<file path="src/rtl/core/dither_fill_byte_packer_top_defines.svh">
// ----------------------------------------------------------------------------
// dither_fill_byte_packer_top_defines.svh
// Assertion macros for the dither fill byte packer. Synthesis builds define
// SYNTH, which turns every check into nothing.
// ----------------------------------------------------------------------------
`ifndef DITHER_FILL_BYTE_PACKER_TOP_DEFINES_SVH
`define DITHER_FILL_BYTE_PACKER_TOP_DEFINES_SVH

`ifndef SYNTH
// same-cycle implication
`define DFBP_ASSERT_NOW(label, clk, rst_n, ante, cons) \
	label: assert property (@(posedge clk) disable iff (!rst_n) (ante) |-> (cons)) \
		else $error("dfbp check failed");
// next-cycle implication
`define DFBP_ASSERT_NEXT(label, clk, rst_n, ante, cons) \
	label: assert property (@(posedge clk) disable iff (!rst_n) (ante) |=> (cons)) \
		else $error("dfbp check failed");
`else
`define DFBP_ASSERT_NOW(label, clk, rst_n, ante, cons)
`define DFBP_ASSERT_NEXT(label, clk, rst_n, ante, cons)
`endif

`endif

</file>
<file path="src/rtl/core/dfbp_pkg.sv">
// ----------------------------------------------------------------------------
// dfbp_pkg
// Shared types, constants and the dither rule of the byte packer.
// ----------------------------------------------------------------------------
package dfbp_pkg;

	// framebuffer geometry
	localparam int MAX_ROW_PIXELS = 1024;
	localparam int PATTERN_PERIOD = 8;
	localparam int PIX_PER_BYTE   = 4;
	localparam int PIX_W          = 2;
	localparam int PER_W          = $clog2(PATTERN_PERIOD);
	localparam int SUB_W          = $clog2(PIX_PER_BYTE);

	// field widths
	localparam int BIDX_W  = 8;
	localparam int ROW_W   = 10;
	localparam int COL_W   = 11;
	localparam int BYTE_W  = 8;
	localparam int ADDR_W  = 18;
	localparam int PAT_W   = 3;
	localparam int CFG_IDX_W  = 3;
	localparam int CFG_DATA_W = 11;
	localparam int PXCOL_W = BIDX_W + SUB_W;

	// noise rule constants
	localparam int NOISE_MUL_X  = 17;
	localparam int NOISE_MUL_Y  = 31;
	localparam int NOISE_THRESH = 3;

	// configuration register indexes
	typedef enum logic [CFG_IDX_W-1:0] {
		REG_MONO        = 3'd0,
		REG_ROW_PIXELS  = 3'd1,
		REG_CODE_BLACK  = 3'd2,
		REG_CODE_WHITE  = 3'd3,
		REG_CODE_YELLOW = 3'd4,
		REG_CODE_RED    = 3'd5
	} cfg_reg_t;

	typedef enum logic [PAT_W-1:0] {
		PAT_NONE       = 3'd0,
		PAT_GRAY       = 3'd1,
		PAT_LIGHT_GRAY = 3'd2,
		PAT_ORANGE     = 3'd3,
		PAT_GOLD       = 3'd4,
		PAT_PEACH      = 3'd5,
		PAT_NOISE      = 3'd6,
		PAT_SOFT       = 3'd7
	} pattern_t;

	// panel colour setup
	typedef struct packed {
		logic             mono;
		logic [PIX_W-1:0] black;
		logic [PIX_W-1:0] white;
		logic [PIX_W-1:0] yellow;
		logic [PIX_W-1:0] red;
	} color_cfg_t;

	// normalized style of one item
	typedef struct packed {
		pattern_t         pat;
		logic [PIX_W-1:0] on_c;
		logic [PIX_W-1:0] off_c;
	} style_t;

	// what one pixel lane found
	typedef struct packed {
		logic [PIX_W-1:0] color;
		logic             hit;
	} lane_out_t;

	// dither rule on the low column and row bits
	function automatic logic pattern_on(pattern_t pat, logic [PER_W-1:0] x,
			logic [PER_W-1:0] y);
		logic [7:0] nx;
		logic [7:0] ny;
		logic [PER_W-1:0] nv;
		logic on;
		nx = 8'(x) * 8'(NOISE_MUL_X);
		ny = 8'(y) * 8'(NOISE_MUL_Y);
		nv = nx[PER_W-1:0] ^ ny[PER_W-1:0];
		case (pat) inside
			PAT_GRAY:            on = (x[0] == 1'b0) && (y[0] == 1'b0);
			PAT_LIGHT_GRAY:      on = (x[1:0] == 2'd0) && (y[1:0] == 2'd0);
			PAT_ORANGE, PAT_GOLD: on = (x[1:0] != 2'd0) || (y[1:0] != 2'd0);
			PAT_PEACH:           on = (x[1:0] == 2'd0) && (y[0] == 1'b0);
			PAT_NOISE:           on = nv < PER_W'(NOISE_THRESH);
			PAT_SOFT:            on = (x == '0) && (y[1:0] == 2'd0);
			default:             on = 1'b0;
		endcase
		return on;
	endfunction

endpackage

</file>
<file path="src/rtl/core/dfbp_norm.sv">
// ----------------------------------------------------------------------------
// dfbp_norm
// Mono-panel colour and pattern cleanup, then on/off colour choice.
// ----------------------------------------------------------------------------
module dfbp_norm (
	input  dfbp_pkg::color_cfg_t          cfg,
	input  logic [dfbp_pkg::PAT_W-1:0]    pattern,
	input  logic [dfbp_pkg::PIX_W-1:0]    fg_color,
	input  logic [dfbp_pkg::PIX_W-1:0]    bg_color,
	output dfbp_pkg::style_t              style
);
	import dfbp_pkg::*;

	pattern_t         pat_v;
	logic [PIX_W-1:0] fg_v;
	logic [PIX_W-1:0] bg_v;

	// rules run in fixed order; coinciding codes take the first match
	always_comb begin
		pat_v = pattern_t'(pattern);
		fg_v  = fg_color;
		bg_v  = bg_color;
		if (cfg.mono) begin
			if (bg_v == cfg.red || bg_v == cfg.yellow) begin
				bg_v = cfg.white;
				if (pat_v == PAT_NONE) begin
					pat_v = PAT_LIGHT_GRAY;
				end
			end
			if (fg_v == cfg.red || fg_v == cfg.yellow) begin
				fg_v = cfg.black;
			end
			if (bg_v == cfg.black && fg_v == cfg.black) begin
				fg_v = cfg.white;
			end else if (bg_v == cfg.white && fg_v == cfg.white) begin
				fg_v = cfg.black;
			end
			// colour dithers degrade to light gray
			if (pat_v inside {PAT_ORANGE, PAT_PEACH, PAT_GOLD}) begin
				pat_v = PAT_LIGHT_GRAY;
			end
		end
	end

	// fixed colours for the colour dithers, style colours otherwise
	always_comb begin
		style.pat = pat_v;
		case (pat_v)
			PAT_ORANGE: begin
				style.on_c  = cfg.yellow;
				style.off_c = cfg.red;
			end
			PAT_PEACH: begin
				style.on_c  = cfg.red;
				style.off_c = cfg.white;
			end
			PAT_GOLD: begin
				style.on_c  = cfg.yellow;
				style.off_c = cfg.white;
			end
			default: begin
				style.on_c  = fg_v;
				style.off_c = bg_v;
			end
		endcase
	end

endmodule

</file>
<file path="src/rtl/core/dfbp_lane.sv">
// ----------------------------------------------------------------------------
// dfbp_lane
// One pixel of the byte: dither colour and run membership.
// ----------------------------------------------------------------------------
module dfbp_lane (
	input  dfbp_pkg::style_t               style,
	input  logic [dfbp_pkg::PXCOL_W-1:0]   col,
	input  logic [dfbp_pkg::PER_W-1:0]     row_lo,
	input  logic [dfbp_pkg::COL_W-1:0]     run_start,
	input  logic [dfbp_pkg::COL_W-1:0]     run_end,
	output dfbp_pkg::lane_out_t            result
);
	import dfbp_pkg::*;

	logic [COL_W-1:0] col_x;

	assign col_x = COL_W'(col);

	// pixel colour from the pattern, hit when inside [start, end)
	always_comb begin
		result.color = pattern_on(style.pat, col[PER_W-1:0], row_lo) ?
			style.on_c : style.off_c;
		result.hit   = (col_x >= run_start) && (col_x < run_end);
	end

endmodule

</file>
<file path="src/rtl/core/dfbp_merge.sv">
// ----------------------------------------------------------------------------
// dfbp_merge
// Packs the lane colours and merges pixels in the run into the old byte.
// ----------------------------------------------------------------------------
module dfbp_merge (
	input  dfbp_pkg::lane_out_t [dfbp_pkg::PIX_PER_BYTE-1:0] lanes,
	input  logic [dfbp_pkg::BYTE_W-1:0]                     old_byte,
	output logic [dfbp_pkg::BYTE_W-1:0]                     new_byte,
	output logic                                            write_flag
);
	import dfbp_pkg::*;

	logic [BYTE_W-1:0] packed_px;
	logic [BYTE_W-1:0] mask;

	// lane 0 is the leftmost pixel, in the top bits
	always_comb begin
		packed_px  = '0;
		mask       = '0;
		write_flag = 1'b0;
		for (int i = 0; i < PIX_PER_BYTE; i++) begin
			packed_px[(PIX_PER_BYTE-1-i)*PIX_W +: PIX_W] = lanes[i].color;
			mask[(PIX_PER_BYTE-1-i)*PIX_W +: PIX_W]      = {PIX_W{lanes[i].hit}};
			write_flag = write_flag | lanes[i].hit;
		end
		new_byte = (old_byte & ~mask) | (packed_px & mask);
	end

endmodule

</file>
<file path="src/rtl/core/dither_fill_byte_packer_top.sv">
// ----------------------------------------------------------------------------
// dither_fill_byte_packer_top
// Dithered fill of one 2-bit-per-pixel framebuffer byte with its address.
// ----------------------------------------------------------------------------
// Takes one item per clock and never stalls: busy stays low. Each item passes
// the stage 1 and stage 2 registers and comes out on the cycle done is high;
// the receiver must take it then. Stage 1 normalizes the style and forms row
// times bytes per row in one multiplier; stage 2 runs four pixel lanes side by
// side, merges them into the old byte and adds the byte index. Configuration
// writes land at once and should be made with no item in flight.
`include "dither_fill_byte_packer_top_defines.svh"

module dither_fill_byte_packer_top (
	input  logic                                clk,
	input  logic                                arst_n,
	// configuration
	input  logic                                cfg_we,
	input  logic [dfbp_pkg::CFG_IDX_W-1:0]      cfg_idx,
	input  logic [dfbp_pkg::CFG_DATA_W-1:0]     cfg_wdata,
	// command
	input  logic                                start,
	output logic                                busy,
	input  logic [dfbp_pkg::BIDX_W-1:0]         byte_index,
	input  logic [dfbp_pkg::ROW_W-1:0]          row,
	input  logic [dfbp_pkg::COL_W-1:0]          run_start,
	input  logic [dfbp_pkg::COL_W-1:0]          run_end,
	input  logic [dfbp_pkg::PAT_W-1:0]          pattern,
	input  logic [dfbp_pkg::PIX_W-1:0]          fg_color,
	input  logic [dfbp_pkg::PIX_W-1:0]          bg_color,
	input  logic [dfbp_pkg::BYTE_W-1:0]         old_byte,
	// result
	output logic                                done,
	output logic [dfbp_pkg::BYTE_W-1:0]         new_byte,
	output logic [dfbp_pkg::ADDR_W-1:0]         byte_address,
	output logic                                write_flag
);
	import dfbp_pkg::*;

	localparam int WP2_W = COL_W + 1;
	localparam int BPR_W = $clog2(MAX_ROW_PIXELS * PIX_W / BYTE_W + 1);
	localparam int PROD_W = ROW_W + BPR_W;

	// configuration registers
	logic             mono_q;
	logic [COL_W-1:0] row_pixels_q;
	logic [PIX_W-1:0] code_black_q;
	logic [PIX_W-1:0] code_white_q;
	logic [PIX_W-1:0] code_yellow_q;
	logic [PIX_W-1:0] code_red_q;

	always_ff @(posedge clk or negedge arst_n) begin
		if (!arst_n) begin
			mono_q        <= 1'b0;
			row_pixels_q  <= COL_W'(MAX_ROW_PIXELS);
			code_black_q  <= 2'd0;
			code_white_q  <= 2'd1;
			code_yellow_q <= 2'd2;
			code_red_q    <= 2'd3;
		end else if (cfg_we) begin
			unique case (cfg_reg_t'(cfg_idx))
				REG_MONO:        mono_q        <= cfg_wdata[0];
				REG_ROW_PIXELS:  row_pixels_q  <= cfg_wdata[COL_W-1:0];
				REG_CODE_BLACK:  code_black_q  <= cfg_wdata[PIX_W-1:0];
				REG_CODE_WHITE:  code_white_q  <= cfg_wdata[PIX_W-1:0];
				REG_CODE_YELLOW: code_yellow_q <= cfg_wdata[PIX_W-1:0];
				REG_CODE_RED:    code_red_q    <= cfg_wdata[PIX_W-1:0];
				default: ;
			endcase
		end
	end

	color_cfg_t cfg;
	assign cfg = '{mono: mono_q, black: code_black_q, white: code_white_q,
		yellow: code_yellow_q, red: code_red_q};

	// bytes per row from the saturated row width
	logic [COL_W-1:0] wp;
	logic [WP2_W-1:0] wp2;
	logic [BPR_W-1:0] bpr;

	always_comb begin
		wp  = (row_pixels_q > COL_W'(MAX_ROW_PIXELS)) ? COL_W'(MAX_ROW_PIXELS)
			: row_pixels_q;
		wp2 = {wp, 1'b0} + WP2_W'(BYTE_W - 1);
		bpr = BPR_W'(wp2 >> $clog2(BYTE_W));
	end

	assign busy = 1'b0;

	// stage 1: style cleanup and row offset product
	style_t            style;
	logic              accept;
	logic [PROD_W-1:0] prod;

	assign accept = start && !busy;
	assign prod   = PROD_W'(row) * PROD_W'(bpr);

	dfbp_norm u_norm (
		.cfg      (cfg),
		.pattern  (pattern),
		.fg_color (fg_color),
		.bg_color (bg_color),
		.style    (style)
	);

	logic              valid_s1;
	style_t            style_s1;
	logic [BIDX_W-1:0] bidx_s1;
	logic [PER_W-1:0]  row_lo_s1;
	logic [COL_W-1:0]  rs_s1;
	logic [COL_W-1:0]  re_s1;
	logic [BYTE_W-1:0] old_s1;
	logic [ADDR_W-1:0] prod_s1;

	always_ff @(posedge clk or negedge arst_n) begin
		if (!arst_n) begin
			valid_s1 <= 1'b0;
		end else begin
			valid_s1 <= accept;
		end
	end

	always_ff @(posedge clk) begin
		if (accept) begin
			style_s1  <= style;
			bidx_s1   <= byte_index;
			row_lo_s1 <= row[PER_W-1:0];
			rs_s1     <= run_start;
			re_s1     <= run_end;
			old_s1    <= old_byte;
			prod_s1   <= prod[ADDR_W-1:0];
		end
	end

	// stage 2: pixel lanes, merge and address add
	lane_out_t [PIX_PER_BYTE-1:0] lanes;
	logic [BYTE_W-1:0]            merged;
	logic                         any_hit;

	for (genvar i = 0; i < PIX_PER_BYTE; i++) begin : g_lane
		dfbp_lane u_lane (
			.style     (style_s1),
			.col       ({bidx_s1, SUB_W'(i)}),
			.row_lo    (row_lo_s1),
			.run_start (rs_s1),
			.run_end   (re_s1),
			.result    (lanes[i])
		);
	end

	dfbp_merge u_merge (
		.lanes      (lanes),
		.old_byte   (old_s1),
		.new_byte   (merged),
		.write_flag (any_hit)
	);

	always_ff @(posedge clk or negedge arst_n) begin
		if (!arst_n) begin
			done <= 1'b0;
		end else begin
			done <= valid_s1;
		end
	end

	always_ff @(posedge clk) begin
		if (valid_s1) begin
			new_byte     <= merged;
			byte_address <= prod_s1 + ADDR_W'(bidx_s1);
			write_flag   <= any_hit;
		end
	end

	// checks
	`DFBP_ASSERT_NEXT(a_s1_to_done, clk, arst_n, valid_s1, done)
	`DFBP_ASSERT_NOW(a_nowrite_keeps_old, clk, arst_n, done && !write_flag, new_byte == $past(old_s1))
	`DFBP_ASSERT_NOW(a_write_needs_run, clk, arst_n, done && write_flag, $past(rs_s1 < re_s1))

endmodule
</file>
<file path="config.mk">
export PLATFORM = sky130hd
export DESIGN_NAME = dither_fill_byte_packer_top
export DESIGN_NICKNAME = d
export VERILOG_FILES = /design/src/rtl/core/dfbp_pkg.sv /design/src/rtl/core/dfbp_norm.sv /design/src/rtl/core/dfbp_lane.sv /design/src/rtl/core/dfbp_merge.sv /design/src/rtl/core/dither_fill_byte_packer_top.sv
export VERILOG_INCLUDE_DIRS = /design/src /design/src/rtl/core
export SDC_FILE = /design/constraint.sdc
export NUM_CORES = 1
export LEC_CHECK = 0
export BUFFER_PORTS_ARGS = -buffer_cell sky130_fd_sc_hd__buf_4
export CORE_MARGIN = 2
export CORE_UTILIZATION = 65
export DETAILED_ROUTE_END_ITERATION = 7
export PLACE_DENSITY = 0.88
export SLEW_MARGIN = 5
export SYNTH_ARGS = -nofsm -noshare
export SYNTH_HDL_FRONTEND = slang
export SYNTH_SLANG_ARGS = --single-unit
</file>
<file path="constraint.sdc">
create_clock -name clk -period 17.2 [get_ports clk]
set_input_delay 4.3 -clock clk [delete_from_list [all_inputs] [get_ports clk]]
set_output_delay 4.3 -clock clk [all_outputs]
set_load 0.005 [all_outputs]
</file>
# Yosys cells after proc, flatten, opt, wreduce, memory -nomap -nowiden
# Index checks and enable logic that the tools add are counted.
# Widths: inputs -> output; s select.
[totals] word_cells=150 regBits=115 inputBits=73 out_inout_bits=29
[classes] magnitude_cmp=13 n_addsub=2 n_mux=43 mul=6 n_eq_ne=26 bitwise=12 n_reduce_logical=28
[op_table] operator="$ge 10x11->1" count=4
[op_table] operator="$lt 10x11->1" count=4
[op_table] operator="$eq 3x3->1 const B" count=10
[op_table] operator="$mux 1" count=24
[op_table] operator="$mux 2" count=12
[op_table] operator="$add 18x8->18" count=1
[op_table] operator="$eq 3x2->1 const B" count=6
[op_table] operator="$logic_not 3->1" count=6
[op_table] operator="$mul 10x9->18" count=1
[op_table] operator="$and 8x8->8" count=2
[op_table] operator="$eq 2x2->1" count=8
[op_table] operator="$mul 3x5->3 const B" count=3
[op_table] operator="$mux 3" count=5
[op_table] operator="$add 12x3->12 const B" count=1
[op_table] operator="$lt 3x2->1 const B" count=4
[op_table] operator="$pmux 4 s3" count=1
[op_table] operator="$reduce_and 2->1" count=6
[op_table] operator="$xor 3x3->3" count=4
[op_table] operator="$gt 11x11->1 const B" count=1
[op_table] operator="$mux 11" count=1
[op_table] operator="$logic_and 1x1->1" count=10
[op_table] operator="$not 8->8" count=1
[op_table] operator="$or 8x8->8" count=1
[op_table] operator="$eq 3x1->1 const B" count=2
[op_table] operator="9 further kinds" count=12

# Longest topological paths before layout
[logic_depth] word_depth=11 mapped_depth=22

# Modules after synthesis
# Synthesis repeated with hierarchy kept, for this count alone.
[unflattened] cells_unflattened=1063 area_unflattened_um2=10746.6
[modules_own_cells] mod="dither_fill_byte_packer_top" area_each_um2=7189.4 seq_area_each_um2=3349.5 instances=1 cells_each=583
[modules_own_cells] mod="dfbp_lane" area_each_um2=724.4 seq_area_each_um2=0.0 instances=4 cells_each=98
[modules_own_cells] mod="dfbp_norm" area_each_um2=561.8 seq_area_each_um2=0.0 instances=1 cells_each=79
[modules_own_cells] mod="dfbp_merge" area_each_um2=97.6 seq_area_each_um2=0.0 instances=1 cells_each=9

# Least setup slack after synthesis
# Ideal clock, no wire load.
[synth_timing] kind="input-to-reg" start="in row[7] in the netlist's numbering" end="reg prod_s1[16] (data pin)" arrival_time_ps=8123 cell_stages=15 setup_ps=263 path_slack_ps=8814 required_ps=16937 n_path_buf=1 cell_sequence="buf_1 nand2_1 fa_1 inv_1 fa_1 inv_1 fa_1 fa_1 inv_1 ha_1 o21a_1 o21ai_0 a2111oi_0 nor3_1 nand3b_1"
[synth_between] elab_chain_cells=1
[synth_rtl] item="from (decl)" line_no="dither_fill_byte_packer_top.sv:24" rtl="input logic [dfbp_pkg::ROW_W-1:0] row,"
[synth_rtl] item="$mul 10x9->18" line_no="dither_fill_byte_packer_top.sv:96" rtl="assign prod = PROD_W'(row) * PROD_W'(bpr);"
[synth_rtl] item="via prod[16]" line_no="dither_fill_byte_packer_top.sv:93" rtl="logic [PROD_W-1:0] prod;"
[synth_rtl] item="to (signal assigned)" line_no="dither_fill_byte_packer_top.sv:131" rtl="prod_s1 <= prod[ADDR_W-1:0];"
[synth_rtl] item="to (decl)" line_no="dither_fill_byte_packer_top.sv:113" rtl="logic [ADDR_W-1:0] prod_s1;"
# The timed path passes the listed nets, and every way through them passes these cells.
# A chain may end at the register's enable or synchronous reset.

# Worst setup path in the final report
[layout_timing] start="in row[3] in the netlist's numbering" end="reg prod_s1[16] (data pin)"
# The elaborated chain is that of the path after synthesis.

==> results_dict.tcl <==
set metrics [dict create \
    fillers 849 \
    hp-class "register to register" \
    end_kind "register" \
    drive_gt1_frac 0.183 \
    combPwrFrac 0.508 \
    power.density_nw_per_um2 159 \
    placed_cells 1076 \
    synth_flop_cell "edfxtp_1" \
    setup_violations 0 \
    start_util 0.660 \
    final_common_cell "inv_1" \
    numCtsBuffers 17 \
    die_y_um 120 \
    firstDrtPassIters 5 \
    place_congestion 0.874 \
    cts_sinks 115 \
    tns_ns 0 \
    clock_skew_ns 0.00931 \
    dpl_worst_slack_ns 8.40 \
    stdcell_count 1108 \
    async_flop_share 0.191 \
    synth_cells 811 \
    cts_max_level 4 \
    status "finished, final reports clean" \
    maxSlewViolCount 0 \
    power_frac_clock 0.212 \
    path_clk_slew_ns 0.05 \
    fin_ws_ns 8.81 \
    core-area_um2 13100 \
    regArea_um2 3350 \
    switching_power_mw 0.626 \
    fin_crit_ns 8.39 \
    ant_nets 0 \
    arrival_ns 8.54 \
    fmax_mhz 119 \
    hold_violations 0 \
    drc 0 \
    multi_input_area_um2 4820 \
    antenna_found_initial 0 \
    overflow 0 \
    start_kind "input pin" \
    p_int_mw 0.993 \
    ctsResizeCount 0 \
    grt_pass1_wl_um 30100 \
    wl_per_cell_um 16.0 \
    cts-root-buf "clkbuf_16" \
    drt-initial-drc-count 466 \
    cts_tree "done" \
    required_ns 17.35 \
    grt_pass1_vias 6463 \
    dp_hpwl_um 13000 \
    nets 1114 \
    row_count 42 \
    grt_usage 0.270 \
    synthDistinctLibCells 60 \
    worstMarginPinSlew_ns 1.22 \
    worst-path-max-fanout 9 \
    switching_share 0.387 \
    syn2layout_area_growth_pct 17.5 \
    synth_area_per_cell_um2 10.7 \
    synth_area_um2 8670 \
    p_leak_nw 4.58 \
    die-area_um2 14300 \
    irDropWorstVdd_v 0.000141 \
    synth_warnings 0 \
    cts_setup_buffers 0 \
    syn_nets 1006 \
    avgViaCountPerCell 5.61 \
    grt_max_degree 68 \
    slew_headroom 0.180 \
    die_x_um 120 \
    port_buffers 100 \
    wl_um 17800 \
    seqPwrFrac 0.279 \
    cts_max_path_buffers 2 \
    maxCapViolations 0 \
    ys_seq_area_frac 0.386 \
    period_share 0.488 \
    synth-seq-cells 115 \
    crit_type "input pin to register" \
    synth_edf_count 93 \
    mostFrequentLayoutCells "inv_1, buf_4, edfxtp_1, nand2_1, ha_1" \
    clk_latency_ns 0.42 \
    io_pins 102 \
    hold_buffers 0 \
    via_count 6214 \
    n_antenna_cell 0 \
    rsz0062_at_grt "false" \
]
path summary, 6_finish.rpt:
path                                       from               end  slack [ns]  cells after the start
worst max-delay path                     row[3]       prod_s1[16]        8.81                     16
worst min-delay path                 prod_s1[0]   byte_address[0]        0.55                      1
worst max register to register  row_pixels_q[8]       prod_s1[16]       10.77                     17
worst min register to register       prod_s1[0]   byte_address[0]        0.55                      1
max in group asynchronous                arst_n  row_pixels_q[10]       13.17                      1
min in group asynchronous                arst_n   row_pixels_q[8]        3.76                      1
critical path, cell delays in order:
cell and delay (ns):
buf_4 0.15, and2_1 0.16, fa_1 0.54, inv_1 0.05, fa_1 0.49, inv_1 0.04, ha_1 0.26, inv_1 0.05
fa_1 0.52, fa_1 0.47, nor2b_1 0.13, o21a_1 0.13, o21ai_0 0.18, a2111oi_0 0.74, nor3_1 0.13, nand3b_1 0.19
kinds of logic (layout without fill, tap and decap cells):
logic type / Yosys count / after routing / synth area share
flip-flops: 115 / 115 / 0.386
buffers and inverters: 133 / 254 / 0.0583
AO/OA/AOI/OAI: 129 / 129 / 0.0964
multiplexers: 37 / 37 / 0.0470
XOR/XNOR: 50 / 50 / 0.0522
other: 1 / 1 / 0.000432
adder cells (fa/ha/maj): 122 / 122 / 0.225
AND/OR/NAND/NOR: 224 / 224 / 0.134
state kept, by name, indices dropped and copies added, names as in the netlist:
signal / count
bidx_s1: 8
byte_address: 18
code_black_q: 2
code_red_q: 2
code_white_q: 2
code_yellow_q: 2
done: 1
mono_q: 1
new_byte: 8
old_s1: 8
prod_s1: 18
re_s1: 11
row_lo_s1: 3
row_pixels_q: 11
rs_s1: 11
style_s1: 7
valid_s1: 1
write_flag: 1
Yosys cell counts, types with 5 or more instances:
master / count / area (um^2)
edfxtp_1: 93 / 2790
nor2b_1: 27 / 169
a22oi_1: 5 / 37.5
a31oi_1: 8 / 50.1
xnor2_1: 37 / 324
dfstp_2: 5 / 131
inv_1: 121 / 454
clkbuf_1: 8 / 30.0
nand2_1: 68 / 255
xor2_1: 12 / 105
a211oi_1: 6 / 45.0
a21oi_1: 31 / 155
nor3_1: 11 / 55.1
nor2_1: 30 / 113
dfrtp_1: 17 / 425
o21a_1: 10 / 75.1
a21o_1: 8 / 60.1
and2_1: 42 / 263
o211ai_1: 9 / 67.6
o21ai_0: 27 / 135
mux2i_1: 7 / 70.1
nand3_1: 10 / 50.1
ha_1: 65 / 813
mux2_2: 30 / 338
nand2b_1: 9 / 56.3
fa_1: 57 / 1140
per-layer routing:
layer | GRT usage | up-vias | part of all wire
met1 | 0.340 | 2994 | 0.42
met2 | 0.464 | 217 | 0.51
li1 | - | 2982 | -
met4 | 0.0993 | 0 | 0.016
met5 | 0 | - | 0
met3 | 0.0561 | 21 | 0.054
through the flow:
stage	instance area, um^2	utilization	hold WS (ns)	power (mW)
2_1_floorplan	8670	-	0.513	1.06
3_3_place_gp	9600	0.731	0.522	1.23
3_5_place_dp	9600	0.731	0.533	1.26
4_1_cts	10200	0.776	0.547	1.62
5_1_grt	10200	0.776	0.559	1.77
6_report	10200	0.776	0.546	1.62
area by class of cell:
class	instances	area share
Clock inverter	5	0.00344
Tap cell	176	0.0216
Inverter	121	0.0446
Timing Repair Buffer	101	0.0744
Sequential cell	115	0.329
Clock buffer	27	0.0546
Multi-Input combinational cell	563	0.473
power groups by stage:
stage	Clock [mW]	Combinational (mW)	Sequential [mW]
2_1_floorplan	0	0.616	0.443
3_3_place_gp	0	0.773	0.453
3_5_place_dp	0	0.803	0.456
4_1_cts	0.348	0.823	0.452
5_1_grt	0.360	0.945	0.461
6_report	0.343	0.823	0.452
No activity file was read; power rests on OpenSTA's default activity.
